--- config.mk ---
export PLATFORM = sky130hd
export DESIGN_NAME = relay_pulse_train_timer_core
export DESIGN_NICKNAME = d
export VERILOG_FILES = /design/src/hdl/rptt_pkg.sv /design/src/hdl/rptt_ram.sv /design/src/hdl/rptt_timer.sv /design/src/hdl/rptt_outq.sv /design/src/hdl/relay_pulse_train_timer_core.sv
export SDC_FILE = /design/constraint.sdc
export NUM_CORES = 2
export LEC_CHECK = 0
export BUFFER_PORTS_ARGS = -buffer_cell sky130_fd_sc_hd__buf_2
export CAP_MARGIN = 20
export CORE_ASPECT_RATIO = 2
export CORE_MARGIN = 1.5
export CORE_UTILIZATION = 65
export CTS_BUF_LIST = sky130_fd_sc_hd__clkbuf_4 sky130_fd_sc_hd__clkbuf_8
export CTS_CLUSTER_SIZE = 40
export DETAILED_ROUTE_END_ITERATION = 10
export PLACE_DENSITY = 0.82
export RECOVER_POWER = 50
export SLEW_MARGIN = 20
export SYNTH_ARGS = -nofsm -noshare
export SYNTH_HDL_FRONTEND = slang
export SYNTH_SLANG_ARGS = --single-unit
export TNS_END_PERCENT = 100
--- constraint.sdc ---
create_clock -name clk -period 7.89 [get_ports clk]
set_input_delay 1.578 -clock clk [delete_from_list [all_inputs] [get_ports clk]]
set_output_delay 1.578 -clock clk [all_outputs]
set_load 0.1 [all_outputs]
--- src/hdl/rptt_pkg.sv ---
// ----------------------------------------------------------------------------
// rptt_pkg: shared types for the relay pulse train timer
// Request and event payloads, command codes and sequence phase encoding.
// ----------------------------------------------------------------------------
`default_nettype none

package rptt_pkg;

	// Command codes carried by a request
	typedef enum logic [1:0] {
		CMD_TICK   = 2'd0,
		CMD_SINGLE = 2'd1,
		CMD_WRITE  = 2'd2,
		CMD_SEQ    = 2'd3
	} cmd_t;

	// Sequence channel phase, one-hot
	typedef enum logic [2:0] {
		PH_IDLE = 3'b001,
		PH_ON   = 3'b010,
		PH_GAP  = 3'b100
	} phase_t;

	// Fixed field widths
	localparam int RelayW = 4;
	localparam int TimeW  = 32;
	localparam int IndexW = 4;
	localparam int CountW = 5;

	// Request payload
	typedef struct packed {
		cmd_t              cmd;
		logic [RelayW-1:0] relay_id;
		logic [TimeW-1:0]  pulse_ms;
		logic [TimeW-1:0]  gap_ms;
		logic [IndexW-1:0] step_index;
		logic [CountW-1:0] step_count;
	} req_t;

	// Event payload
	typedef struct packed {
		logic              single_press;
		logic              single_release;
		logic [RelayW-1:0] single_relay;
		logic              seq_press;
		logic              seq_release;
		logic [RelayW-1:0] seq_relay;
		logic              single_busy;
		logic              seq_busy;
	} evt_t;

endpackage

`default_nettype wire

--- src/hdl/rptt_ram.sv ---
// ----------------------------------------------------------------------------
// rptt_ram: generic simple dual-port RAM
// One write port, one read port, registered read data (old data on collision).
// ----------------------------------------------------------------------------
`default_nettype none

module rptt_ram #(
	parameter int WIDTH = 64,
	parameter int DEPTH = 16
) (
	input  wire logic                     clk,
	input  wire logic                     we,
	input  wire logic [$clog2(DEPTH)-1:0] waddr,
	input  wire logic [WIDTH-1:0]         wdata,
	input  wire logic [$clog2(DEPTH)-1:0] raddr,
	output logic      [WIDTH-1:0]         rdata
);

	logic [WIDTH-1:0] mem [DEPTH];

	// Write port and registered read
	always_ff @(posedge clk) begin
		if (we) begin
			mem[waddr] <= wdata;
		end
		rdata <= mem[raddr];
	end

endmodule

`default_nettype wire

--- src/hdl/rptt_timer.sv ---
// ----------------------------------------------------------------------------
// rptt_timer: tick counter, channel state and step table
// Applies one accepted request per cycle and forms its event. The step table
// entry needed at the next sequence transition is prefetched from RAM,
// addressed from the next state, with a bypass for a write to the same entry.
// ----------------------------------------------------------------------------
`default_nettype none

module rptt_timer
	import rptt_pkg::*;
#(
	parameter int MAX_STEPS   = 16,
	parameter int RELAY_COUNT = 16
) (
	input  wire logic clk,
	input  wire logic arst_n,
	input  wire logic accept,
	input  wire req_t req,
	output evt_t      rsp
);

	localparam int IdxW = $clog2(MAX_STEPS);
	localparam int ExtW = (IdxW > 6) ? IdxW : 6;
	localparam int WordW = 2 * TimeW;
	localparam logic [6:0] StepLim  = 7'(MAX_STEPS);
	localparam logic [6:0] RelayLim = 7'(RELAY_COUNT);

	// Registered state
	logic [TimeW-1:0]  tick_q, tick_d;
	logic              single_on_q, single_on_d;
	logic [RelayW-1:0] single_ch_q, single_ch_d;
	logic [TimeW-1:0]  single_end_q, single_end_d;
	logic              seq_on_q, seq_on_d;
	logic [RelayW-1:0] seq_ch_q, seq_ch_d;
	phase_t            phase_q, phase_d;
	logic [CountW-1:0] pos_q, pos_d;
	logic [CountW-1:0] len_q, len_d;
	logic [TimeW-1:0]  deadline_q, deadline_d;

	// Table storage and prefetch
	logic [MAX_STEPS-1:0] valid_q;
	logic                 rd_valid_q;
	logic                 byp_hit_q;
	logic [WordW-1:0]     byp_q;
	logic [WordW-1:0]     rdata;
	logic [WordW-1:0]     word_eff;
	logic [TimeW-1:0]     tbl_dur;
	logic                 we;
	logic [IdxW-1:0]      waddr, raddr;
	logic [ExtW-1:0]      wr_ext, rd_ext;
	logic [5:0]           rd_pos;
	logic [WordW-1:0]     wdata;

	// Request decode helpers
	logic [TimeW-1:0]  tick_inc;
	logic [TimeW-1:0]  single_diff, seq_diff;
	logic              relay_ok;
	logic [CountW-1:0] len_sat;
	logic [CountW-1:0] pos_inc;
	logic              s_press, s_rel, q_press, q_rel;

	rptt_ram #(
		.WIDTH (WordW),
		.DEPTH (MAX_STEPS)
	) u_table (
		.clk   (clk),
		.we    (we),
		.waddr (waddr),
		.wdata (wdata),
		.raddr (raddr),
		.rdata (rdata)
	);

	// Prefetched entry: a same-cycle write wins, never-written entries read zero
	always_comb begin
		if (byp_hit_q) begin
			word_eff = byp_q;
		end else if (rd_valid_q) begin
			word_eff = rdata;
		end else begin
			word_eff = '0;
		end
		// on phase waits for the off time, otherwise the next on time is due
		tbl_dur = (phase_q == PH_ON) ? word_eff[TimeW-1:0] : word_eff[WordW-1:TimeW];
	end

	assign tick_inc    = tick_q + 1'b1;
	assign single_diff = tick_inc - single_end_q;
	assign seq_diff    = tick_inc - deadline_q;
	assign relay_ok    = 7'(req.relay_id) < RelayLim;
	assign len_sat     = (7'(req.step_count) > StepLim) ? 5'(StepLim) : req.step_count;
	assign pos_inc     = pos_q + 1'b1;

	// Table write port
	assign wr_ext = ExtW'(req.step_index);
	assign waddr  = wr_ext[IdxW-1:0];
	assign wdata  = {req.pulse_ms, req.gap_ms};

	// Next state
	always_comb begin
		tick_d       = tick_q;
		single_on_d  = single_on_q;
		single_ch_d  = single_ch_q;
		single_end_d = single_end_q;
		seq_on_d     = seq_on_q;
		seq_ch_d     = seq_ch_q;
		phase_d      = phase_q;
		pos_d        = pos_q;
		len_d        = len_q;
		deadline_d   = deadline_q;
		we           = 1'b0;
		s_press      = 1'b0;
		s_rel        = 1'b0;
		q_press      = 1'b0;
		q_rel        = 1'b0;
		if (accept) begin
			unique case (req.cmd)
				CMD_TICK: begin
					tick_d = tick_inc;
					if (single_on_q && !single_diff[TimeW-1]) begin
						s_rel       = 1'b1;
						single_on_d = 1'b0;
					end
					if (seq_on_q && !seq_diff[TimeW-1]) begin
						unique case (phase_q)
							PH_ON: begin
								q_rel = 1'b1;
								if ({1'b0, pos_inc} >= {1'b0, len_q} || pos_inc == '0) begin
									seq_on_d = 1'b0;
									phase_d  = PH_IDLE;
								end else begin
									phase_d    = PH_GAP;
									deadline_d = tick_inc + tbl_dur;
								end
							end
							PH_GAP: begin
								pos_d = pos_inc;
								if (pos_inc >= len_q) begin
									seq_on_d = 1'b0;
									phase_d  = PH_IDLE;
								end else begin
									q_press    = 1'b1;
									phase_d    = PH_ON;
									deadline_d = tick_inc + tbl_dur;
								end
							end
							default: begin
							end
						endcase
					end
				end
				CMD_SINGLE: begin
					if (!single_on_q && relay_ok) begin
						single_on_d  = 1'b1;
						single_ch_d  = req.relay_id;
						single_end_d = tick_q + req.pulse_ms;
						s_press      = 1'b1;
					end
				end
				CMD_WRITE: begin
					we = 7'(req.step_index) < StepLim;
				end
				CMD_SEQ: begin
					if (!seq_on_q && relay_ok && req.step_count != '0) begin
						seq_on_d   = 1'b1;
						seq_ch_d   = req.relay_id;
						len_d      = len_sat;
						pos_d      = '0;
						phase_d    = PH_ON;
						deadline_d = tick_q + tbl_dur;
						q_press    = 1'b1;
					end
				end
				default: begin
				end
			endcase
		end
	end

	// Prefetch address: entry due at the next transition of the next state
	always_comb begin
		unique case (phase_d)
			PH_ON:   rd_pos = {1'b0, pos_d};
			PH_GAP:  rd_pos = {1'b0, pos_d} + 6'd1;
			default: rd_pos = '0;
		endcase
		rd_ext = ExtW'(rd_pos);
		raddr  = rd_ext[IdxW-1:0];
	end

	// Event for this request
	always_comb begin
		rsp.single_press   = s_press;
		rsp.single_release = s_rel;
		rsp.single_relay   = single_ch_d;
		rsp.seq_press      = q_press;
		rsp.seq_release    = q_rel;
		rsp.seq_relay      = seq_ch_d;
		rsp.single_busy    = single_on_d;
		rsp.seq_busy       = seq_on_d;
	end

	// State registers
	always_ff @(posedge clk or negedge arst_n) begin
		if (!arst_n) begin
			tick_q       <= '0;
			single_on_q  <= 1'b0;
			single_ch_q  <= '0;
			single_end_q <= '0;
			seq_on_q     <= 1'b0;
			seq_ch_q     <= '0;
			phase_q      <= PH_IDLE;
			pos_q        <= '0;
			len_q        <= '0;
			deadline_q   <= '0;
			valid_q      <= '0;
			rd_valid_q   <= 1'b0;
			byp_hit_q    <= 1'b0;
		end else begin
			tick_q       <= tick_d;
			single_on_q  <= single_on_d;
			single_ch_q  <= single_ch_d;
			single_end_q <= single_end_d;
			seq_on_q     <= seq_on_d;
			seq_ch_q     <= seq_ch_d;
			phase_q      <= phase_d;
			pos_q        <= pos_d;
			len_q        <= len_d;
			deadline_q   <= deadline_d;
			rd_valid_q   <= valid_q[raddr];
			byp_hit_q    <= we && (waddr == raddr);
			if (we) begin
				valid_q[waddr] <= 1'b1;
			end
		end
	end

	// Bypass data
	always_ff @(posedge clk) begin
		byp_q <= wdata;
	end

endmodule

`default_nettype wire

--- src/hdl/rptt_outq.sv ---
// ----------------------------------------------------------------------------
// rptt_outq: two-entry event buffer
// Output register plus skid register, so a request can be taken while the
// previous event is still waiting at the output.
// ----------------------------------------------------------------------------
`default_nettype none

module rptt_outq
	import rptt_pkg::*;
(
	input  wire logic clk,
	input  wire logic arst_n,
	input  wire logic push,
	input  wire evt_t push_data,
	output logic      space,
	output logic      evt_valid,
	input  wire logic evt_ready,
	output evt_t      evt
);

	logic out_valid_q, skid_valid_q;
	evt_t out_q, skid_q;
	logic pop;

	assign pop       = out_valid_q && evt_ready;
	assign space     = !skid_valid_q;
	assign evt_valid = out_valid_q;
	assign evt       = out_q;

	// Valid flags
	always_ff @(posedge clk or negedge arst_n) begin
		if (!arst_n) begin
			out_valid_q  <= 1'b0;
			skid_valid_q <= 1'b0;
		end else begin
			priority if (pop && skid_valid_q) begin
				skid_valid_q <= 1'b0;
			end else if (pop) begin
				out_valid_q <= push;
			end else if (push && out_valid_q) begin
				skid_valid_q <= 1'b1;
			end else if (push) begin
				out_valid_q <= 1'b1;
			end
		end
	end

	// Payload
	always_ff @(posedge clk) begin
		priority if (pop && skid_valid_q) begin
			out_q <= skid_q;
		end else if (push && (pop || !out_valid_q)) begin
			out_q <= push_data;
		end else if (push) begin
			skid_q <= push_data;
		end
	end

endmodule

`default_nettype wire

--- src/hdl/relay_pulse_train_timer_core.sv ---
// ----------------------------------------------------------------------------
// relay_pulse_train_timer_core: millisecond relay pulse and sequence timer
// Top level: request channel, timer state with step table, event buffer.
// ----------------------------------------------------------------------------
// Takes one request per clock cycle while the event buffer has space and
// returns exactly one event per request, in the cycle after acceptance if
// the event channel is free. Ticks, pulse starts, step writes and sequence
// starts never stall: the step table is a RAM with registered read data and
// the entry for the next sequence transition is read ahead, with a bypass
// for a step write to that same entry. The table needs no clearing pass
// after reset; per-entry valid bits make unwritten steps read as zero. A
// two-entry event buffer keeps requests flowing while one event waits.
`default_nettype none

module relay_pulse_train_timer_core
	import rptt_pkg::*;
#(
	parameter int MAX_STEPS   = 16,
	parameter int RELAY_COUNT = 16
) (
	input  wire logic clk,
	input  wire logic arst_n,
	input  wire logic cmd_valid,
	output logic      cmd_ready,
	input  wire req_t cmd_req,
	output logic      evt_valid,
	input  wire logic evt_ready,
	output evt_t      evt
);

	logic accept;
	evt_t rsp;
	logic space;

	assign cmd_ready = space;
	assign accept    = cmd_valid && space;

	rptt_timer #(
		.MAX_STEPS   (MAX_STEPS),
		.RELAY_COUNT (RELAY_COUNT)
	) u_timer (
		.clk    (clk),
		.arst_n (arst_n),
		.accept (accept),
		.req    (cmd_req),
		.rsp    (rsp)
	);

	rptt_outq u_outq (
		.clk       (clk),
		.arst_n    (arst_n),
		.push      (accept),
		.push_data (rsp),
		.space     (space),
		.evt_valid (evt_valid),
		.evt_ready (evt_ready),
		.evt       (evt)
	);

`ifndef SYNTHESIS
	// every accepted request leaves an event waiting
	a_evt_follows: assert property (@(posedge clk) disable iff (!arst_n)
		accept |=> evt_valid)
		else $error("no event after accepted request");

	// only a tick can release a relay
	a_release_on_tick: assert property (@(posedge clk) disable iff (!arst_n)
		accept && cmd_req.cmd != CMD_TICK |-> !rsp.single_release && !rsp.seq_release)
		else $error("relay released by a non-tick request");

	// a press leaves its channel busy
	a_press_busy: assert property (@(posedge clk) disable iff (!arst_n)
		accept && (rsp.single_press || rsp.seq_press) |->
		(!rsp.single_press || rsp.single_busy) && (!rsp.seq_press || rsp.seq_busy))
		else $error("press without busy channel");
`endif

endmodule

`default_nettype wire

# Yosys cells after proc, flatten, opt, wreduce, memory -nomap -nowiden
# Memory sizes are Yosys's and may differ from the RTL's. A register that Yosys moved wholly into a read port is not among the register bits.
# Index checks and enable logic that the tools add are counted.
[totals]
ff_bits = 231
ramBits = 1024
memories = 1
wordCells = 168
in_bits = 83
[op_classes]
eq_ne = 15
n_addsub = 8
n_reduce_logical = 31
n_mux = 71
bitwise = 4
magnitude_cmp = 6
[memory_table]
columns = ["name", "depth", "width", "rd", "rd_clocked_by_memory_dff", "write_ports", "line_no", "text"]
rows = [
  ["u_timer.u_table.mem", 16, 64, 1, 1, 1, "rptt_ram.sv:19", "logic [WIDTH-1:0] mem [DEPTH];"],
]
[ops]
columns = ["op", "n"]
rows = [
  ["two-way mux 32 bit", 5],
  ["two-way mux 64 bit", 2],
  ["case mux 32 bit (2 select lines)", 2],
  ["adder 32 bit", 3],
  ["subtractor 32 bit", 2],
  ["two-way mux 1 bit", 34],
  ["adder 32 x 1 -> 32 bit (second input constant)", 1],
  ["two-way mux 14 bit", 2],
  ["two-way mux 5 bit", 5],
  ["two-way mux 4 bit", 6],
  ["OR 16 bit", 1],
  ["two-way mux 3 bit", 4],
  ["case mux 3 bit (2 select lines)", 2],
  ["AND reduction 3 bit", 4],
  [">= comparator 5 bit", 2],
  ["logical AND 1 bit", 10],
  ["< comparator 4 x 5 -> 1 bit (second input constant)", 2],
  ["case mux 5 bit (2 select lines)", 1],
  ["case mux 1 bit (2 select lines)", 4],
  ["case mux 4 bit (2 select lines)", 1],
  ["nonzero test 2 bit", 4],
  ["AND reduction 7 bit", 1],
  ["equality test 3 x 2 -> 1 bit (second input constant)", 2],
  ["equality test 3 bit (second input constant)", 2],
  ["other kinds (21)", 33],
]

# Longest topological paths before layout
[depth]
word_depth = 12
ltp_mapped = 33
depth_no_buf = 27

# Cells and area by module
# Synthesis repeated with hierarchy kept, for this count alone.
[hier_totals]
hier_cells = 3216
hier_area_um2 = 54234.5
[by_module_without_submodules]
columns = ["module", "area_each_um2", "cells_per_inst", "seq_area_each_um2", "n_inst"]
rows = [
  ["rptt_ram", 39581.7, 1647, 32030.7, 1],
  ["rptt_timer", 13484.2, 1513, 4710.8, 1],
  ["rptt_outq", 1162.4, 55, 890.9, 1],
  ["relay_pulse_train_timer_core", 6.3, 1, 0.0, 1],
]

# Worst setup path after synthesis
# No wires, ideal clock.
[synth_timing]
kind = "in2reg"
from = "input port cmd_valid"
to = "register u_timer.valid_q[0]"
arrival_ns = 7.388
path_stages = 6
setup_slack_ns = 0.410
path_cell_list = "nor2b_1 -> clkbuf_1 -> nand2_1 -> or3_1 -> nor3_1 -> or2_2"
[synth_via]
elab_chain_cells = 2
[synth_lines]
columns = ["element", "line_no", "text"]
rows = [
  ["start, declared", "relay_pulse_train_timer_core.sv:23", "input wire logic cmd_valid,"],
  ["logical AND 1 bit", "relay_pulse_train_timer_core.sv:36", "assign accept = cmd_valid && space;"],
  ["two-way mux 1 bit", "rptt_timer.sv:116", "if (accept) begin"],
  ["end signal, assigned", "rptt_timer.sv:216", "valid_q <= '0;"],
  ["end signal, assigned by index", "rptt_timer.sv:233", "valid_q[waddr] <= 1'b1;"],
  ["end, declared", "rptt_timer.sv:41", "logic [MAX_STEPS-1:0] valid_q;"],
]
# Every way passes these cells.
# A chain may end at the register's enable or synchronous reset.

# Worst setup path in the final report
[layout_timing]
from = "register u_timer.tick_q[1]"
to = "register u_timer.u_table.rdata[20] (read register of u_timer.u_table.mem)"
[layout_via]
elab_chain_cells = 9
elab_cells_between_ends = 14
cone_classes = "add/sub (3); eq/ne (2); mux (7); reduce/logical (2)"
[layout_lines]
columns = ["element", "line_no", "text"]
rows = [
  ["start, declared", "rptt_timer.sv:29", "logic [TimeW-1:0] tick_q, tick_d;"],
  ["start signal, assigned", "rptt_timer.sv:220", "tick_q <= tick_d;"],
  ["adder 32 x 1 -> 32 bit (*)", "rptt_timer.sv:87", "assign tick_inc = tick_q + 1'b1;"],
  ["via u_timer.tick_inc[30]", "rptt_timer.sv:55", "logic [TimeW-1:0] tick_inc;"],
  ["subtractor 32 bit (*)", "rptt_timer.sv:89", "assign seq_diff = tick_inc - deadline_q;"],
  ["zero test 1 bit (*)", "rptt_timer.sv:124", "if (seq_on_q && !seq_diff[TimeW-1]) begin"],
  ["logical AND 1 bit (*)", "rptt_timer.sv:124", ""],
  ["two-way mux 5 bit (*)", "rptt_timer.sv:124", ""],
  ["case mux 5 bit (2 select lines) (*)", "rptt_timer.sv:117", "unique case (req.cmd)"],
  ["two-way mux 5 bit (*)", "rptt_timer.sv:116", ""],
  ["via u_timer.pos_d[1]", "rptt_timer.sv:36", "logic [CountW-1:0] pos_q, pos_d;"],
  ["adder 4 x 1 -> 4 bit", "rptt_timer.sv:184", "PH_GAP: rd_pos = {1'b0, pos_d} + 6'd1;"],
  ["case mux 4 bit (2 select lines) (*)", "rptt_timer.sv:182", "unique case (phase_d)"],
  ["end, declared", "rptt_ram.sv:16", "output logic [WIDTH-1:0] rdata"],
]
# Mark *: on every way through the listed nets, which the timed path passes. The rest lies on a longest branch.

==> impl_metrics.py <==
metrics = {
    "timing": {
        "setup-violations-final": 0,
        "finalClockSkew_ps": 42.8,
        "finalCritPeriodShare": 0.943,
        "worst_slew_pin_slew_ps": 4600,
        "rsz0062_at_grt": "no",
        "relSlewSlack": -2.07,
        "maxSlewViolCount": 142,
        "tns_ps": 0,
        "hold_viol": 0,
        "period_needed_ps": 7440,
        "max_clock_freq_mhz": 134,
    },
    "global_routing": {
        "grt_first_pass_wirelength_mm": 215,
        "grt_usage": 0.334,
        "grt_max_degree": 101,
        "grt_pass1_vias": 36000,
        "grt_antenna_before_repair": 14,
        "gr-total-overflow": 0,
    },
    "critical_path": {
        "arrival_ps": 8170,
        "r2r_end": "u_timer.u_table.rdata[20]$_DFF_P_",
        "crit_path_start_kind": "flop",
        "required_ps": 8620,
        "rr_worst_depth": 27,
        "critPathMaxStageDelay_ps": 620,
        "critPathKind": "flop to flop",
        "cp_slowest_cell": "or4_1",
        "cp_max_fo": 27,
        "worstReg2RegStart": "u_timer.tick_q[1]$_DFFE_PN0P_",
        "ff2ff_setup_slack_ps": 450,
        "cp-end-kind": "flop",
        "crit_path_start": "u_timer.tick_q[1]$_DFFE_PN0P_",
    },
    "power_and_ir_drop": {
        "power.switching_mw": 4.33,
        "p_int_mw": 11.4,
        "pwr-share-comb": 0.152,
        "clockPowerShare": 0.337,
        "p_leak_nw": 24.3,
        "switching_share": 0.275,
        "ir_drop_v": 0.000182,
        "pwr-share-seq": 0.511,
        "power.density_mw_per_mm2": 254,
    },
    "synthesis": {
        "ys_warn_count": 0,
        "netlist_instances": 3958,
        "ys.flop_type": "edfxtp_1",
        "synth_edf_count": 1052,
        "syn_nets": 4178,
        "syn_area_mm2": 0.0561,
        "avgSynthCellArea_um2": 14.2,
        "ys_types": 90,
        "synth_async_sr_flop_share": 0.105,
        "yosysSeqAreaShare": 0.671,
        "ys_ff_latch": 1319,
    },
    "placement": {
        "placed_area_mm2": 0.0583,
        "place_congestion": 0.946,
        "portBuffers": 98,
        "hpwlAfterDp_mm": 87.6,
    },
    "cts": {
        "clock-sinks": 1319,
        "insertion_delay_ps": 890,
        "cts_htree_levels": 4,
        "clk_pin_slew_worst_paths_ps": 70,
        "cts_root_buf": "clkbuf_8",
        "clockBufferDepth": 3,
        "cts_buffers": 169,
        "cts_tree": "done",
    },
    "routing": {
        "vias_per_cell": 6.62,
        "detail_route.first_pass.iterations": 10,
        "postRouteAntennaNets": 0,
        "wl_per_cell_um": 27.3,
        "drc": 0,
        "vias": 35400,
        "wl_mm": 146,
        "drt_iter0_drc": 3934,
    },
    "status": {
        "failed_checks": "max-capacitance violations, max-slew violations",
        "status": "finished with violations",
    },
    "min_path": {
        "hold_path_end": "u_timer.valid_q[14]$_DFFE_PN0P_",
        "whs_path_depth": 1,
        "min_from": "u_timer.valid_q[14]$_DFFE_PN0P_",
        "hp-class": "flop to flop",
    },
    "layout": {
        "drive_gt1_frac": 0.144,
        "fillers": 5376,
        "syn2layout_area_growth_pct": 10.4,
        "finalNetCount": 4336,
        "final_area_mm2": 0.0620,
    },
    "die": {
        "num_rows": 152,
        "fp.coreArea_mm2": 0.0856,
        "dieArea_mm2": 0.0882,
        "boundaryPins": 99,
        "die_w_um": 211,
        "die_h_um": 418,
        "start_util": 0.656,
    },
    "job": {
        "drv_cap": 2,
    },
}
flip-flops by register name, indices dropped and copies added (netlist names), 3 cells and up:
register	flops
u_timer.pos_q	5
u_timer.u_table.mem	1024
u_timer.valid_q	16
u_timer.len_q	5
u_timer.phase_q	3
u_timer.single_ch_q	4
u_outq.skid_q	14
u_timer.byp_q	64
u_timer.u_table.rdata	64
u_outq.evt	14
u_timer.deadline_q	32
u_timer.single_end_q	32
u_timer.seq_ch_q	4
u_timer.tick_q	32
synthesized netlist by cell type, drive strengths merged (68+ instances only):
cell type     n  area (µm²)
dfrtp       138        3450
nand2       356        1340
a221o       192        1920
o221ai       68         971
o21ai        96         480
mux2         79         890
buf         101         653
mux2i       199        1990
xnor2        88         771
ha          135        1690
a21oi       306        1540
edfxtp     1052       31600
and2         75         469
dfxtp       128        2560
nor2        107         402
inv         103         387
xor2         69         604
nand4        84         538
a21o        110         833
clkbuf      147         566
critical path: cells and delay by family, from the launching register on:
kind / cells / cell delay [ps]
flops: 1 / 470
simple gates: 14 / 3550
xor+xnor: 1 / 240
compound gates: 7 / 1630
fa+ha+maj: 3 / 830
buf+inv: 2 / 540
metal layers:
| metal | vias to the layer above | track usage | routed length, µm |
|---|---|---|---|
| met3 | 512 | 0.0604 | 12300 |
| met4 | 10 | 0.239 | 10900 |
| met1 | 17400 | 0.376 | 49000 |
| met5 | - | 0 | 60 |
| li1 | 15500 | - | - |
| met2 | 1952 | 0.573 | 73600 |
metrics by stage:
step | power [mW] | util | hold slack, ps | cells | setup WS [ps]
2_1_floorplan | 9.79 | - | 430 | 3958 | 410
3_3_place_gp | 10.5 | 0.680 | 443 | 5015 | 112
3_5_place_dp | 10.5 | 0.681 | 447 | 5017 | 56.6
4_1_cts | 15.8 | 0.724 | 464 | 5336 | 26.1
5_1_grt | 16.3 | 0.724 | 489 | 5346 | 63.3
6_report | 15.7 | 0.724 | 464 | 5347 | 453
layout by cell type, fill, tap and decap left out, drive strengths merged, types with 9 or more instances in the layout:
| cell | Yosys | final |
|---|---|---|
| edfxtp | 1052 | 1052 |
| nand2 | 356 | 356 |
| clkbuf | 147 | 314 |
| a21oi | 306 | 306 |
| mux2i | 199 | 199 |
| a221o | 192 | 192 |
| buf | 101 | 163 |
| dfrtp | 138 | 138 |
| ha | 135 | 135 |
| dfxtp | 128 | 128 |
| inv | 103 | 111 |
| a21o | 110 | 110 |
| nor2 | 107 | 107 |
| o21ai | 96 | 96 |
| xnor2 | 88 | 88 |
| nand4 | 84 | 84 |
| mux2 | 79 | 79 |
| and2 | 75 | 75 |
| xor2 | 69 | 69 |
| o221ai | 68 | 68 |
| clkinv | 1 | 58 |
| nand3 | 39 | 39 |
| a221oi | 38 | 38 |
| a22oi | 32 | 32 |
| or2 | 21 | 21 |
| and3 | 18 | 18 |
| nor3 | 16 | 16 |
| nand2b | 13 | 13 |
| o21a | 12 | 12 |
| o21bai | 12 | 12 |
| a211oi | 11 | 11 |
| a31oi | 11 | 11 |
| or3 | 9 | 9 |
kinds of logic after synthesis:
family | after synthesis | share of synthesized area
flip-flops | 1319 | 0.671
multiplexers | 278 | 0.0514
buffers and inverters | 352 | 0.0287
XOR/XNOR | 158 | 0.0250
AND/OR/NAND/NOR | 771 | 0.0654
AO/OA/AOI/OAI | 943 | 0.128
adder cells (fa/ha/maj) | 137 | 0.0308
worst max-delay path by stage:
stage	endpoint	slack, ps	cells past startpoint
final	u_timer.u_table.rdata[20]$_DFF_P_	450	27
after global routing	u_timer.u_table.rdata[5]$_DFF_P_	60	29
after CTS	u_timer.u_table.rdata[22]$_DFF_P_	30	25
after detailed placement	u_timer.u_table.rdata[22]$_DFF_P_	60	25
after global placement	u_timer.u_table.rdata[22]$_DFF_P_	110	25
after floorplan	u_timer.valid_q[0]$_DFFE_PN0P_	410	6
final cells by class:
| class | instances | area [µm²] | area share |
|---|---|---|---|
| clock inverter | 76 | 664 | 0.0107 |
| inverter | 104 | 390 | 0.00630 |
| timing repair buffer | 234 | 1830 | 0.0295 |
| multi-input combinational | 2288 | 17100 | 0.275 |
| clock buffer | 243 | 3010 | 0.0485 |
| sequential | 1319 | 37600 | 0.607 |
| antenna | 5 | 12.5 | 0.000202 |
| tap | 1078 | 1350 | 0.0218 |
what timing repair did:
action | CTS | global route
resized for setup | 0 | 5
hold buffers | 0 | 0
setup buffers | 0 | 4
setup endpoints to repair | 0 | 65
power groups by stage:
stage | Combinational (mW) | Sequential [mW] | Clock, mW
5_1_grt | 2.62 | 8.05 | 5.61
6_report | 2.39 | 8.02 | 5.30
3_3_place_gp | 2.33 | 8.15 | 0
4_1_cts | 2.39 | 8.02 | 5.36
2_1_floorplan | 1.41 | 8.37 | 0
3_5_place_dp | 2.38 | 8.16 | 0
Power figures use the tool's default switching activity.
